### config.mk
export PLATFORM = sky130hd
export DESIGN_NAME = fuzzy_sync_frame_deframer_top
export DESIGN_NICKNAME = d
export VERILOG_FILES = /design/src/rtl/fsfd_pkg.sv /design/src/rtl/fsfd_correlator.sv /design/src/rtl/fsfd_frame_store.sv /design/src/rtl/fuzzy_sync_frame_deframer_top.sv
export VERILOG_INCLUDE_DIRS = /design/src /design/src/rtl
export SDC_FILE = /design/constraint.sdc
export NUM_CORES = 1
export LEC_CHECK = 0
export BUFFER_PORTS_ARGS = -buffer_cell sky130_fd_sc_hd__buf_2
export CORE_ASPECT_RATIO = 1.25
export CORE_UTILIZATION = 55
export CTS_BUF_LIST = sky130_fd_sc_hd__clkbuf_4 sky130_fd_sc_hd__clkbuf_8
export CTS_CLUSTER_DIAMETER = 150
export DETAILED_ROUTE_END_ITERATION = 7
export PLACE_DENSITY = 0.8
export RECOVER_POWER = 25
export SLEW_MARGIN = 10
export SYNTH_ARGS = -nofsm -noshare
export SYNTH_HDL_FRONTEND = slang
export SYNTH_HIERARCHICAL = 1
export SYNTH_SLANG_ARGS = --single-unit
### constraint.sdc
create_clock -name clk -period 6.3 [get_ports clk]
set_input_delay 0.945 -clock clk [delete_from_list [all_inputs] [get_ports clk]]
set_output_delay 0.945 -clock clk [all_outputs]
set_load 0.1 [all_outputs]
### src/rtl/fuzzy_sync_frame_deframer_top_macros.svh
// Assertion macros for the sync frame deframer
`ifndef FUZZY_SYNC_FRAME_DEFRAMER_TOP_MACROS_SVH
`define FUZZY_SYNC_FRAME_DEFRAMER_TOP_MACROS_SVH
`ifndef NO_ASSERTIONS
`define FSFD_ASSERT_IMP(lbl, ante, cons) \
    lbl: assert property (@(posedge clk) disable iff (!rst_n) (ante) |-> (cons)) \
        else $error("fsfd: same-cycle check failed");
`define FSFD_ASSERT_NXT(lbl, ante, cons) \
    lbl: assert property (@(posedge clk) disable iff (!rst_n) (ante) |=> (cons)) \
        else $error("fsfd: next-cycle check failed");
`else
`define FSFD_ASSERT_IMP(lbl, ante, cons)
`define FSFD_ASSERT_NXT(lbl, ante, cons)
`endif
`endif

### src/rtl/fsfd_pkg.sv
// Shared types, codes and helpers for the sync frame deframer
`timescale 1ns / 1ps
package fsfd_pkg;

    typedef struct packed {
        logic link;
        logic stream;
        logic eot;
    } match_t;

    typedef struct packed {
        logic put;
        logic preload;
        logic skip_clear;
        logic start;
    } store_ctl_t;

    localparam logic [2:0] CFG_LINK_SYNC   = 3'd0;
    localparam logic [2:0] CFG_STREAM_SYNC = 3'd1;
    localparam logic [2:0] CFG_EOT_SYNC    = 3'd2;
    localparam logic [2:0] CFG_START_LIMIT = 3'd3;
    localparam logic [2:0] CFG_RUN_LIMIT   = 3'd4;
    localparam logic [2:0] CFG_BUDGET      = 3'd5;

    localparam logic [15:0] LINK_SYNC_RST   = 16'd22007;
    localparam logic [15:0] STREAM_SYNC_RST = 16'd65373;
    localparam logic [15:0] EOT_SYNC_RST    = 16'd21853;
    localparam logic [4:0]  START_LIMIT_RST = 5'd0;
    localparam logic [4:0]  RUN_LIMIT_RST   = 5'd2;
    localparam logic [3:0]  BUDGET_RST      = 4'd4;

    localparam logic [1:0] EV_BYTE = 2'd0;
    localparam logic [1:0] EV_SYNC = 2'd1;
    localparam logic [1:0] EV_EOT  = 2'd2;
    localparam logic [1:0] EV_LOST = 2'd3;

    function automatic logic [4:0] ones16(input logic [15:0] v);
        logic [2:0] nib [4];
        for (int i = 0; i < 4; i++)
        begin
            nib[i] = 3'(v[4*i]) + 3'(v[4*i+1]) + 3'(v[4*i+2]) + 3'(v[4*i+3]);
        end
        return 5'(nib[0]) + 5'(nib[1]) + 5'(nib[2]) + 5'(nib[3]);
    endfunction

endpackage

### src/rtl/fsfd_correlator.sv
// Sync window shift register and fuzzy matchers for the three sync words
`timescale 1ns / 1ps
module fsfd_correlator #(
    parameter int SYNC_BITS = 16
) (
    input  logic                clk,
    input  logic                rst_n,
    input  logic                shift,
    input  logic                clear,
    input  logic                rx_bit,
    input  logic [15:0]         link_word,
    input  logic [15:0]         stream_word,
    input  logic [15:0]         eot_word,
    input  logic [4:0]          limit,
    output fsfd_pkg::match_t    hit
);

    logic [SYNC_BITS-1:0] window_reg;
    logic [SYNC_BITS-1:0] window_next;
    logic [15:0]          link_diff;
    logic [15:0]          stream_diff;
    logic [15:0]          eot_diff;

    assign window_next = {window_reg[SYNC_BITS-2:0], rx_bit};

    always_ff @(posedge clk or negedge rst_n)
    begin
        if (!rst_n)
        begin
            window_reg <= '0;
        end
        else if (clear)
        begin
            window_reg <= '0;
        end
        else if (shift)
        begin
            window_reg <= window_next;
        end
    end

    assign link_diff   = 16'(window_next ^ link_word[SYNC_BITS-1:0]);
    assign stream_diff = 16'(window_next ^ stream_word[SYNC_BITS-1:0]);
    assign eot_diff    = 16'(window_next ^ eot_word[SYNC_BITS-1:0]);

    assign hit.link   = fsfd_pkg::ones16(link_diff) <= limit;
    assign hit.stream = fsfd_pkg::ones16(stream_diff) <= limit;
    assign hit.eot    = fsfd_pkg::ones16(eot_diff) <= limit;

endmodule

### src/rtl/fsfd_frame_store.sv
// Frame store: head bytes in flops, bit accumulator into a byte memory, readout
`timescale 1ns / 1ps
module fsfd_frame_store #(
    parameter int FRAME_BITS = 384,
    parameter int SYNC_BITS  = 16
) (
    input  logic                                clk,
    input  logic                                rst_n,
    input  fsfd_pkg::store_ctl_t                ctl,
    input  logic [$clog2(FRAME_BITS+1)-1:0]     pos,
    input  logic                                rx_bit,
    input  logic [15:0]                         sync_word,
    input  logic                                rd_take,
    output logic                                rd_valid,
    output logic [7:0]                          rd_data,
    output logic [5:0]                          rd_index,
    output logic                                rd_last
);

    localparam int FRAME_BYTES = (FRAME_BITS + 7) / 8;
    localparam int HEAD_BITS   = ((SYNC_BITS + 9) / 8) * 8;
    localparam int HEAD_BYTES  = HEAD_BITS / 8;
    localparam int PTR_W       = $clog2(FRAME_BITS + 1);
    localparam int ADDR_W      = $clog2(FRAME_BYTES);
    localparam int CNT_W       = $clog2(FRAME_BYTES + 1);
    localparam int HB_W        = $clog2(HEAD_BYTES);
    localparam int SKIP_BYTE   = (SYNC_BITS - 1) / 8;
    localparam int SKIP_BIT    = 7 - ((SYNC_BITS - 1) % 8);

    logic [7:0]           head_reg [HEAD_BYTES];
    logic [7:0]           mem [FRAME_BYTES];
    logic [7:0]           acc_reg;
    logic [7:0]           acc_next;
    logic [HEAD_BITS-1:0] preload_bits;
    logic                 in_head;
    logic                 byte_done;
    logic [HB_W-1:0]      head_sel;
    logic [2:0]           bit_sel;

    logic [CNT_W-1:0]     issue_reg;
    logic                 q_valid_reg;
    logic [ADDR_W-1:0]    q_idx_reg;
    logic                 head_hit_reg;
    logic [7:0]           head_q_reg;
    logic [7:0]           mem_q_reg;
    logic                 rd_en;

    assign preload_bits = {sync_word[SYNC_BITS-1:0], {(HEAD_BITS-SYNC_BITS){1'b0}}};
    assign in_head      = pos < PTR_W'(HEAD_BITS);
    assign head_sel     = pos[HB_W+2:3];
    assign bit_sel      = 3'd7 - pos[2:0];
    assign acc_next     = {acc_reg[6:0], rx_bit};
    assign byte_done    = (pos[2:0] == 3'd7) || (pos == PTR_W'(FRAME_BITS - 1));

    always_ff @(posedge clk)
    begin
        if (ctl.preload)
        begin
            for (int i = 0; i < HEAD_BYTES; i++)
            begin
                head_reg[i] <= preload_bits[HEAD_BITS-1-8*i -: 8];
            end
        end
        else
        begin
            if (ctl.put && in_head)
            begin
                head_reg[head_sel][bit_sel] <= rx_bit;
            end
            if (ctl.skip_clear)
            begin
                head_reg[HB_W'(SKIP_BYTE)][3'(SKIP_BIT)] <= 1'b0;
            end
        end
    end

    always_ff @(posedge clk)
    begin
        if (ctl.put)
        begin
            acc_reg <= acc_next;
        end
    end

    always_ff @(posedge clk)
    begin
        if (ctl.put && !in_head && byte_done)
        begin
            mem[pos[ADDR_W+2:3]] <= acc_next << bit_sel;
        end
    end

    assign rd_en = (issue_reg < CNT_W'(FRAME_BYTES)) && (!q_valid_reg || rd_take);

    always_ff @(posedge clk or negedge rst_n)
    begin
        if (!rst_n)
        begin
            issue_reg   <= CNT_W'(FRAME_BYTES);
            q_valid_reg <= 1'b0;
        end
        else
        begin
            if (ctl.start)
            begin
                issue_reg <= '0;
            end
            else if (rd_en)
            begin
                issue_reg <= issue_reg + CNT_W'(1);
            end

            if (rd_en)
            begin
                q_valid_reg <= 1'b1;
            end
            else if (rd_take)
            begin
                q_valid_reg <= 1'b0;
            end
        end
    end

    always_ff @(posedge clk)
    begin
        if (rd_en)
        begin
            q_idx_reg    <= issue_reg[ADDR_W-1:0];
            head_hit_reg <= issue_reg < CNT_W'(HEAD_BYTES);
            head_q_reg   <= head_reg[issue_reg[HB_W-1:0]];
        end
    end

    always_ff @(posedge clk)
    begin
        if (rd_en)
        begin
            mem_q_reg <= mem[issue_reg[ADDR_W-1:0]];
        end
    end

    assign rd_valid = q_valid_reg;
    assign rd_data  = head_hit_reg ? head_q_reg : mem_q_reg;
    assign rd_index = 6'(q_idx_reg);
    assign rd_last  = q_idx_reg == ADDR_W'(FRAME_BYTES - 1);

endmodule

### src/rtl/fuzzy_sync_frame_deframer_top.sv
// Top level of the sync frame deframer: control, configuration and output register
`timescale 1ns / 1ps
`include "fuzzy_sync_frame_deframer_top_macros.svh"
// One received bit is taken per clock cycle while hunting or receiving and the
// input is not stalled; it shifts through the sync window and, once locked,
// into the frame store one bit per cycle while not stalled. Sync acquired, end of
// transmission and lock lost each give one transaction on the output and hold
// input only while the output register is stalled. A completed frame is read out
// from the store one byte per cycle unless the output stalls, through a registered
// memory read port: FRAME_BITS/8 rounded up transactions (48 by default), during
// which no input bit is accepted. The first HEAD_BITS/8 bytes (3 by default) of a
// frame sit in flops so that sync realignment can rewrite them; the rest reach
// the memory through an 8-bit accumulator. No clearing pass runs after reset.
module fuzzy_sync_frame_deframer_top #(
    parameter int FRAME_BITS = 384,
    parameter int SYNC_BITS  = 16
) (
    input  logic        clk,
    input  logic        rst_n,
    input  logic        in_valid,
    output logic        in_stall,
    input  logic        cmd,
    input  logic        rx_bit,
    output logic        out_valid,
    input  logic        out_stall,
    output logic [1:0]  event_kind,
    output logic        frame_type,
    output logic [7:0]  data_byte,
    output logic [5:0]  byte_index,
    output logic        sync_seen,
    output logic        last,
    input  logic        cfg_valid,
    output logic        cfg_ready,
    input  logic [2:0]  cfg_index,
    input  logic [15:0] cfg_data
);

    localparam int FRAME_BYTES = (FRAME_BITS + 7) / 8;
    localparam int PTR_W       = $clog2(FRAME_BITS + 1);

    localparam logic [1:0] MODE_HUNT   = 2'd0;
    localparam logic [1:0] MODE_LINK   = 2'd1;
    localparam logic [1:0] MODE_STREAM = 2'd2;

    logic [15:0] link_reg;
    logic [15:0] stream_reg;
    logic [15:0] eot_reg;
    logic [4:0]  start_lim_reg;
    logic [4:0]  run_lim_reg;
    logic [3:0]  budget_reg;

    logic [1:0]       mode_reg;
    logic [1:0]       mode_next;
    logic [PTR_W-1:0] ptr_reg;
    logic [PTR_W-1:0] ptr_next;
    logic [PTR_W-1:0] ptr_inc;
    logic [3:0]       lost_reg;
    logic [3:0]       lost_next;
    logic [3:0]       lost_dec;
    logic             ro_active_reg;
    logic             ro_active_next;
    logic             ro_type_reg;
    logic             ro_type_next;
    logic             ro_seen_reg;
    logic             ro_seen_next;

    logic             out_valid_reg;
    logic [1:0]       event_kind_reg;
    logic             frame_type_reg;
    logic [7:0]       data_byte_reg;
    logic [5:0]       byte_index_reg;
    logic             sync_seen_reg;
    logic             last_reg;

    logic             accept;
    logic             bit_acc;
    logic             locked;
    logic             cur_type;
    logic             zone;
    logic             frame_end;
    logic [4:0]       limit;
    logic             win_clear;
    logic [15:0]      preload_word;
    logic             ev_load;
    logic [1:0]       ev_kind;
    logic             ev_type;
    logic             out_free;
    logic             rd_take;
    logic             rd_valid;
    logic [7:0]       rd_data;
    logic [5:0]       rd_index;
    logic             rd_last;

    fsfd_pkg::match_t     hit;
    fsfd_pkg::store_ctl_t store_ctl;

    assign cfg_ready = 1'b1;

    always_ff @(posedge clk or negedge rst_n)
    begin
        if (!rst_n)
        begin
            link_reg      <= fsfd_pkg::LINK_SYNC_RST;
            stream_reg    <= fsfd_pkg::STREAM_SYNC_RST;
            eot_reg       <= fsfd_pkg::EOT_SYNC_RST;
            start_lim_reg <= fsfd_pkg::START_LIMIT_RST;
            run_lim_reg   <= fsfd_pkg::RUN_LIMIT_RST;
            budget_reg    <= fsfd_pkg::BUDGET_RST;
        end
        else if (cfg_valid && cfg_ready)
        begin
            case (cfg_index)
                fsfd_pkg::CFG_LINK_SYNC:   link_reg      <= cfg_data;
                fsfd_pkg::CFG_STREAM_SYNC: stream_reg    <= cfg_data;
                fsfd_pkg::CFG_EOT_SYNC:    eot_reg       <= cfg_data;
                fsfd_pkg::CFG_START_LIMIT: start_lim_reg <= cfg_data[4:0];
                fsfd_pkg::CFG_RUN_LIMIT:   run_lim_reg   <= cfg_data[4:0];
                fsfd_pkg::CFG_BUDGET:      budget_reg    <= cfg_data[3:0];
                default:                   ;
            endcase
        end
    end

    assign out_free = !out_valid_reg || !out_stall;
    assign in_stall = ro_active_reg || !out_free;
    assign accept   = in_valid && !in_stall;
    assign bit_acc  = accept && !cmd;
    assign locked   = (mode_reg == MODE_LINK) || (mode_reg == MODE_STREAM);
    assign cur_type = mode_reg == MODE_STREAM;
    assign limit    = locked ? run_lim_reg : start_lim_reg;
    assign ptr_inc  = ptr_reg + PTR_W'(1);
    assign lost_dec = lost_reg - 4'd1;
    assign zone     = (ptr_inc >= PTR_W'(SYNC_BITS - 1)) && (ptr_inc <= PTR_W'(SYNC_BITS + 1));
    assign frame_end    = ptr_inc >= PTR_W'(FRAME_BITS);
    assign preload_word = hit.link ? link_reg : stream_reg;
    assign rd_take      = rd_valid && out_free;

    fsfd_correlator #(
        .SYNC_BITS (SYNC_BITS)
    ) u_corr (
        .clk         (clk),
        .rst_n       (rst_n),
        .shift       (bit_acc),
        .clear       (win_clear),
        .rx_bit      (rx_bit),
        .link_word   (link_reg),
        .stream_word (stream_reg),
        .eot_word    (eot_reg),
        .limit       (limit),
        .hit         (hit)
    );

    fsfd_frame_store #(
        .FRAME_BITS (FRAME_BITS),
        .SYNC_BITS  (SYNC_BITS)
    ) u_store (
        .clk       (clk),
        .rst_n     (rst_n),
        .ctl       (store_ctl),
        .pos       (ptr_reg),
        .rx_bit    (rx_bit),
        .sync_word (preload_word),
        .rd_take   (rd_take),
        .rd_valid  (rd_valid),
        .rd_data   (rd_data),
        .rd_index  (rd_index),
        .rd_last   (rd_last)
    );

    always_comb
    begin
        mode_next      = mode_reg;
        ptr_next       = ptr_reg;
        lost_next      = lost_reg;
        ro_active_next = ro_active_reg;
        ro_type_next   = ro_type_reg;
        ro_seen_next   = ro_seen_reg;
        win_clear      = 1'b0;
        ev_load        = 1'b0;
        ev_kind        = fsfd_pkg::EV_SYNC;
        ev_type        = 1'b0;
        store_ctl      = '0;

        if (rd_take && rd_last)
        begin
            ro_active_next = 1'b0;
        end

        if (accept && cmd)
        begin
            mode_next = MODE_HUNT;
            ptr_next  = '0;
            lost_next = 4'd0;
            win_clear = 1'b1;
        end
        else if (bit_acc && !locked)
        begin
            if (hit.link || hit.stream)
            begin
                store_ctl.preload = 1'b1;
                lost_next = budget_reg;
                ptr_next  = PTR_W'(SYNC_BITS);
                mode_next = hit.link ? MODE_LINK : MODE_STREAM;
                ev_load   = 1'b1;
                ev_kind   = fsfd_pkg::EV_SYNC;
                ev_type   = !hit.link;
            end
        end
        else if (bit_acc)
        begin
            store_ctl.put = 1'b1;
            ptr_next = ptr_inc;
            if (zone && (hit.link || hit.stream))
            begin
                lost_next = budget_reg;
                ptr_next  = PTR_W'(SYNC_BITS);
                mode_next = hit.link ? MODE_LINK : MODE_STREAM;
                store_ctl.skip_clear = ptr_inc == PTR_W'(SYNC_BITS - 1);
            end
            else if (zone && hit.eot)
            begin
                mode_next = MODE_HUNT;
                ptr_next  = '0;
                lost_next = 4'd0;
                win_clear = 1'b1;
                ev_load   = 1'b1;
                ev_kind   = fsfd_pkg::EV_EOT;
                ev_type   = cur_type;
            end
            else if (frame_end)
            begin
                lost_next = lost_dec;
                ptr_next  = '0;
                if (lost_dec == 4'd0)
                begin
                    mode_next = MODE_HUNT;
                    win_clear = 1'b1;
                    ev_load   = 1'b1;
                    ev_kind   = fsfd_pkg::EV_LOST;
                    ev_type   = cur_type;
                end
                else
                begin
                    store_ctl.start = 1'b1;
                    ro_active_next  = 1'b1;
                    ro_type_next    = cur_type;
                    ro_seen_next    = lost_dec == (budget_reg - 4'd1);
                end
            end
        end
    end

    always_ff @(posedge clk or negedge rst_n)
    begin
        if (!rst_n)
        begin
            mode_reg      <= MODE_HUNT;
            ptr_reg       <= '0;
            lost_reg      <= 4'd0;
            ro_active_reg <= 1'b0;
            ro_type_reg   <= 1'b0;
            ro_seen_reg   <= 1'b0;
            out_valid_reg <= 1'b0;
        end
        else
        begin
            mode_reg      <= mode_next;
            ptr_reg       <= ptr_next;
            lost_reg      <= lost_next;
            ro_active_reg <= ro_active_next;
            ro_type_reg   <= ro_type_next;
            ro_seen_reg   <= ro_seen_next;
            if (ev_load || rd_take)
            begin
                out_valid_reg <= 1'b1;
            end
            else if (!out_stall)
            begin
                out_valid_reg <= 1'b0;
            end
        end
    end

    always_ff @(posedge clk)
    begin
        if (ev_load)
        begin
            event_kind_reg <= ev_kind;
            frame_type_reg <= ev_type;
            data_byte_reg  <= 8'd0;
            byte_index_reg <= 6'd0;
            sync_seen_reg  <= 1'b0;
            last_reg       <= 1'b1;
        end
        else if (rd_take)
        begin
            event_kind_reg <= fsfd_pkg::EV_BYTE;
            frame_type_reg <= ro_type_reg;
            data_byte_reg  <= rd_data;
            byte_index_reg <= rd_index;
            sync_seen_reg  <= ro_seen_reg;
            last_reg       <= rd_last;
        end
    end

    assign out_valid  = out_valid_reg;
    assign event_kind = event_kind_reg;
    assign frame_type = frame_type_reg;
    assign data_byte  = data_byte_reg;
    assign byte_index = byte_index_reg;
    assign sync_seen  = sync_seen_reg;
    assign last       = last_reg;

    `FSFD_ASSERT_IMP(a_hunt_idle, mode_reg == MODE_HUNT, ptr_reg == '0 && lost_reg == 4'd0)
    `FSFD_ASSERT_IMP(a_ro_locked, ro_active_reg, mode_reg == MODE_LINK || mode_reg == MODE_STREAM)
    `FSFD_ASSERT_IMP(a_ptr_range, locked, ptr_reg < PTR_W'(FRAME_BITS))
    `FSFD_ASSERT_IMP(a_last_byte, out_valid_reg && event_kind_reg == fsfd_pkg::EV_BYTE && last_reg, byte_index_reg == 6'(FRAME_BYTES - 1))
    `FSFD_ASSERT_NXT(a_ro_start, store_ctl.start, ro_active_reg && in_stall)

endmodule
# After elaboration in Yosys (flattened, before gate mapping)

Memories as Yosys holds them, arrays and structs flattened. A register that Yosys moved wholly into a read port is not among the register bits.
Index checks and enable logic that the tools add are counted.

Eq/ne operators: 14
Reductions and logical operators: 50
Shift operators: 1
Divide/modulo/power cells: 0
Bitwise gates (word level): 9
$lt $le $gt $ge: 11
Add/subtract/negate cells: 50
Mux-type cells: 98
Multipliers: 0

Operator list:

| kind                                                                             | number |
|---|---|
| 3-bit by 1-bit adder with 3-bit output                                           | 24 |
| 9-bit two-way mux                                                                | 7 |
| 1-bit two-way mux                                                                | 51 |
| 16-bit bitwise XOR                                                               | 3 |
| 2-bit two-way mux                                                                | 21 |
| 4-bit two-way mux                                                                | 8 |
| 8-bit two-way mux                                                                | 4 |
| 5-bit by 3-bit adder with 5-bit output                                           | 6 |
| 15-bit two-way mux                                                               | 2 |
| 1-bit by 1-bit adder with 2-bit output                                           | 12 |
| 16-bit two-way mux                                                               | 1 |
| 5-bit less-or-equal comparator                                                   | 3 |
| 1-bit logical AND                                                                | 14 |
| 2-bit AND reduction                                                              | 7 |
| 3-bit by 3-bit adder with 4-bit output                                           | 3 |
| 6-bit two-way mux                                                                | 2 |
| 5-bit nonzero test                                                               | 2 |
| 9-bit by 1-bit adder with 9-bit output, second input constant                    | 1 |
| 3-bit == test, second input constant                                             | 3 |
| 9-bit by 4-bit == test with 1-bit output, second input constant                  | 1 |
| 9-bit == test, second input constant                                             | 1 |
| 9-bit by 4-bit >= comparator with 1-bit output, second input constant            | 1 |
| 9-bit >= comparator, second input constant                                       | 1 |
| 9-bit by 5-bit less-or-equal comparator with 1-bit output, second input constant | 1 |
| other kinds (31)                                                                 | 54 |

Latch bits: 0
Word-level logic and storage cells: 260
Memory bits (read-only): 0
Register bits after elaboration: 136
Bits of input ports: 26
Memories kept: 2
Memory bits (writable): 408

Memories:

| name             | words | width | read ports | clocked after Yosys merged registers in | wr ports | line                   | RTL |
|---|---|---|---|---|---|---|---|
| u_store.mem      | 48    | 8     | 1          | 1                                       | 1        | fsfd_frame_store.sv:31 | `logic [7:0] mem [FRAME_BYTES];` |
| u_store.head_reg | 3     | 8     | 1          | 1                                       | 3        | fsfd_frame_store.sv:30 | `logic [7:0] head_reg [HEAD_BYTES];` |

# Depth between registers and ports, before layout

Depth in word-level cells: 20
Mapped depth: 24
Gate-level depth less buffers: 23

# Hierarchy

The synthesis kept the hierarchy.

By module, submodules not included:

| module                        | area each (um2) | seq. area each (um2) | cells each | times used |
|---|---|---|---|---|
| fsfd_frame_store              | 18,436.4        | 13,560.5             | 995        | 1 |
| fuzzy_sync_frame_deframer_top | 4,901.0         | 2,481.1              | 437        | 1 |
| fsfd_correlator               | 2,451.1         | 375.4                | 243        | 1 |

# Worst setup path before layout

Ideal clock, no wire load.

Path type: input to register
Start: input rx_bit
End: memory u_store.head_reg[1][6] (data pin)
Setup time: 0.260 ns
Setup slack: -0.324 ns
Stages: 21
Arrival: 6.364 ns
Cell sequence: xnor2_1 -> fa_1 -> fa_1 -> fa_1 -> inv_1 -> fa_1 -> ha_1 -> inv_1 -> fa_1 -> xnor2_1 -> ha_1 -> nand4_1 -> o221ai_1 -> o21ai_0 -> nor2_1 -> nor2_1 -> clkbuf_1 -> nor4_2 -> nand2_1 -> nor2_1 -> mux2_2

RTL lines:

| what               | line                                | RTL |
|---|---|---|
| start: declaration | fuzzy_sync_frame_deframer_top.sv:23 | `input logic rx_bit,` |
| end: declaration   | fsfd_frame_store.sv:30              |  |

==> results.toml <==
[status]
outcome = "finished with violations"
violations = "max-capacitance violations, max-slew violations"

[worst_setup_path]
r2r_slack_ns = 0.27
timing.rr.end = "u_store/head_reg[1][4]$_DFFE_PP_"
path_max_fanout = 6
worstReg2RegStart = "u_corr/window_reg[4]$_DFFE_PN0P_"
setup.worst_path.class = "reg -> reg"
crit_path_end = "u_store/head_reg[1][4]$_DFFE_PP_"
cp-end-kind = "flip-flop"
cp.required_ns = 6.70
crit_slowest_cell = "fa_1"
rr_worst_depth = 21
crit_path_max_incr_delay_ns = 0.60
crit_path_frequent_cell = "fa_1"
critPathLaunchType = "flip-flop"
crit_start = "u_corr/window_reg[4]$_DFFE_PN0P_"
critPathArrivalTime_ns = 6.43
crit_chain = "xnor2_1 > fa_1 > fa_1 > fa_1 > inv_1 > fa_1 > ha_1 > inv_1 > fa_1 > xnor2_1 > ha_1 > nand4_1 > o221ai_1 > o21ai_1 > nor2_2 > nor2_2 > buf_4 > nor4_4 > nand2_1 > nor2_1 > mux2_2"

[synth]
syn_area_um2 = 25790
yosysTopAreaCell = "edfxtp_1"
avgSynthCellArea_um2 = 15.40
syn_inst = 1675
yosys_warnings = 6
async_flop_share_pct = 18.13
synth_edf_count = 448
yosysSeqAreaShare_pct = 63.66
synth_area_leaders = "edfxtp_1 52%, mux4_2 7.5%, dfrtp_1 6.4%"
ys.flop_type = "edfxtp_1"
synthDistinctLibCells = 81
synth-seq-cells = 568
synth.top_cell.area_share_pct = 52.17

[sta]
period_share_pct = 95.69
slew_violations = 379
hold_viol_final = 0
setup_viol = 0
fin_skew_ns = 0.03716
worstMarginPinSlew_ns = 3.241
setup_ws_ns = 0.2713
rsz0062_at_grt = "false"
max_freq_mhz = 165.9
relSlewSlack_pct = -116.0
period_minus_slack_ns = 6.029

[global_route]
grt_max_degree = 62
grt_pass1_wl_um = 88160
grt_pass1_vias = 15400
overflow = 0
track_usage_pct = 24.54
antenna_found_initial = 1

[final_layout]
nets = 1896
drive_gt1_share_pct = 26.98
largest_register_ffs = 384
final_cell_mix = "448 x edfxtp_1, 110 x mux2_2, 109 x nand2_1, 94 x nor2_1, 92 x clkbuf_8"
fillerInstances = 3290
fin_area_um2 = 28620
syn2layout_area_growth_pct = 10.98
final_common_cell = "edfxtp_1"

[route]
firstDrtPassIters = 5
wirelength_um = 56780
ant_nets = 0
drc = 0
wire_per_inst_um = 23.14
vias = 14900
viasPerCell = 6.070
drtIter0Drc = 1421

[floorplan]
pin_count = 48
start_util_pct = 55.77
rows = 88
dieArea_um2 = 47760
die_h_um = 244.1
core_um2 = 46240
die_x_um = 195.7

[clocking]
ctsResizeCount = 0
htree_levels = 3
cts_sinks = 568
clk_pin_slew_ns = 0.06
numCtsBuffers = 85
cts_buffer_depth = 3
clkLatencyLatePin_ns = 0.66
cts_setup_buffers = 0
cts_root_buf = "clkbuf_8"
cts_tree = "built"
hold_buffers = 0

[placement]
place_ws_ns = -0.3468
dpl-instance-area_um2 = 26950
port_buffers = 46
place_congestion = 0.8599
hpwl_um = 38390

[power]
p_clk_share_pct = 17.7
p_comb_share_pct = 49.7
swShare_pct = 38.96
p_per_area_nw_per_um2 = 580.1
p_total_mw = 16.60
ir_drop_mv = 0.8071
p_leak_nw = 10.45
power.internal_mw = 10.13
p_seq_share_pct = 32.5
switchingPower_mw = 6.469

[job]
maxCapViolations = 9

[worst_hold_path]
hold_path_class = "reg -> reg"
-- worst min path at each step --
stage | to | depth (start not counted) | start | slack (ns)
floorplan | u_store/rd_index[2]$_DFFE_PP_ | 0 | u_store/issue_reg[2]$_DFFE_PN0P_ | 0.42
global route | data_byte[4]$_SDFFE_PP0P_ | 2 | data_byte[4]$_SDFFE_PP0P_ | 0.48
finish | data_byte[7]$_SDFFE_PP0P_ | 2 | data_byte[7]$_SDFFE_PP0P_ | 0.45
global placement | data_byte[4]$_SDFFE_PP0P_ | 2 | data_byte[4]$_SDFFE_PP0P_ | 0.44
CTS | eot_reg[7]$_DFFE_PN0P_ | 1 | rst_n | 0.33
detailed placement | byte_index[0]$_SDFFE_PP0P_ | 2 | byte_index[0]$_SDFFE_PP0P_ | 0.45
-- metal layers --
metal / global-route usage (%) / share of wire [%] / vias up
met5: 0 / 0 / -
met3: 4.965 / 6.9 / 166
li1: - / - / 6555
met1: 28.82 / 36 / 7541
met4: 13.30 / 4.9 / 0
met2: 42.43 / 52 / 635
-- final cells by class --
type / instances / area, um2 / share of cell area [%]
clock inverters: 34 / 203.9 / 0.7126
well taps: 585 / 732.0 / 2.557
diodes: 1 / 2.502 / 0.008744
multi-input cells: 989 / 8922 / 31.18
inverters: 61 / 229.0 / 0.8000
repair buffers: 97 / 640.6 / 2.238
clock buffers: 119 / 1469 / 5.132
flip-flops and latches: 568 / 16420 / 57.38
-- Yosys cell counts, types with 6 or more instances --
master    count
edfxtp_1    448
dfstp_2      37
and2_1        6
dfrtp_1      66
ha_1         38
inv_1        59
buf_1         6
a221oi_1     10
nand4_1      15
xnor2_1      56
nand3_1      29
buf_2        20
nor2_1      100
or2_2         9
mux4_2       86
mux2_2      110
nand3b_1     11
o21ai_0      25
a22oi_1      13
nor3_1       15
or3_1         7
xor2_1       11
a21o_1       11
nor2b_1      16
nand2b_1     21
o22ai_1       8
dfxtp_1      17
mux2i_1      74
clkbuf_1     41
buf_4        11
a21oi_1      47
nand2_1     109
fa_1         30
-- kinds of logic (layout without fill, tap and decap cells) --
family	Yosys count	after routing	synth area share, %
flops	568	568	63.66
simple gates	376	376	7.220
mux	275	275	15.48
compound gates	170	170	4.512
buf+inv	149	311	2.654
fa+ha+maj	68	68	4.173
xor+xnor	67	67	2.275
other cells	2	34	0.02912
-- per-stage QoR --
step	cells	TNS, ns	util [%]	hold WS (ns)
6_report	2454	0	61.89	0.4536
5_1_grt	2454	0	61.89	0.4791
4_1_cts	2452	0	61.90	0.3348
3_5_place_dp	2299	-11.35	58.28	0.4481
3_3_place_gp	2299	-3.478	58.28	0.4407
2_1_floorplan	1706	0	-	0.4196
-- power by group through the flow --
| stage | registers [mW] | logic [mW] | clock network [mW] |
|---|---|---|---|
| final | 5.40 | 8.25 | 2.95 |
| after global routing | 5.47 | 9.00 | 3.16 |
| after CTS | 5.41 | 8.13 | 3.01 |
| after detailed placement | 5.48 | 8.08 | 0 |
| after global placement | 5.46 | 7.75 | 0 |
| after floorplan | 5.57 | 5.62 | 0 |
-- critical path: cells and delay by family (launching register included) --
kind	cells	cell delay, ns
and+or+nand+nor	6	0.99
adders and majority gates	7	3.00
DFF	1	0.48
AOI/OAI and AO/OA	2	0.31
buffers and inverters	3	0.28
muxes	1	0.36
xor gates and xnor gates	2	0.33
No activity file was read; power rests on OpenSTA's default activity.
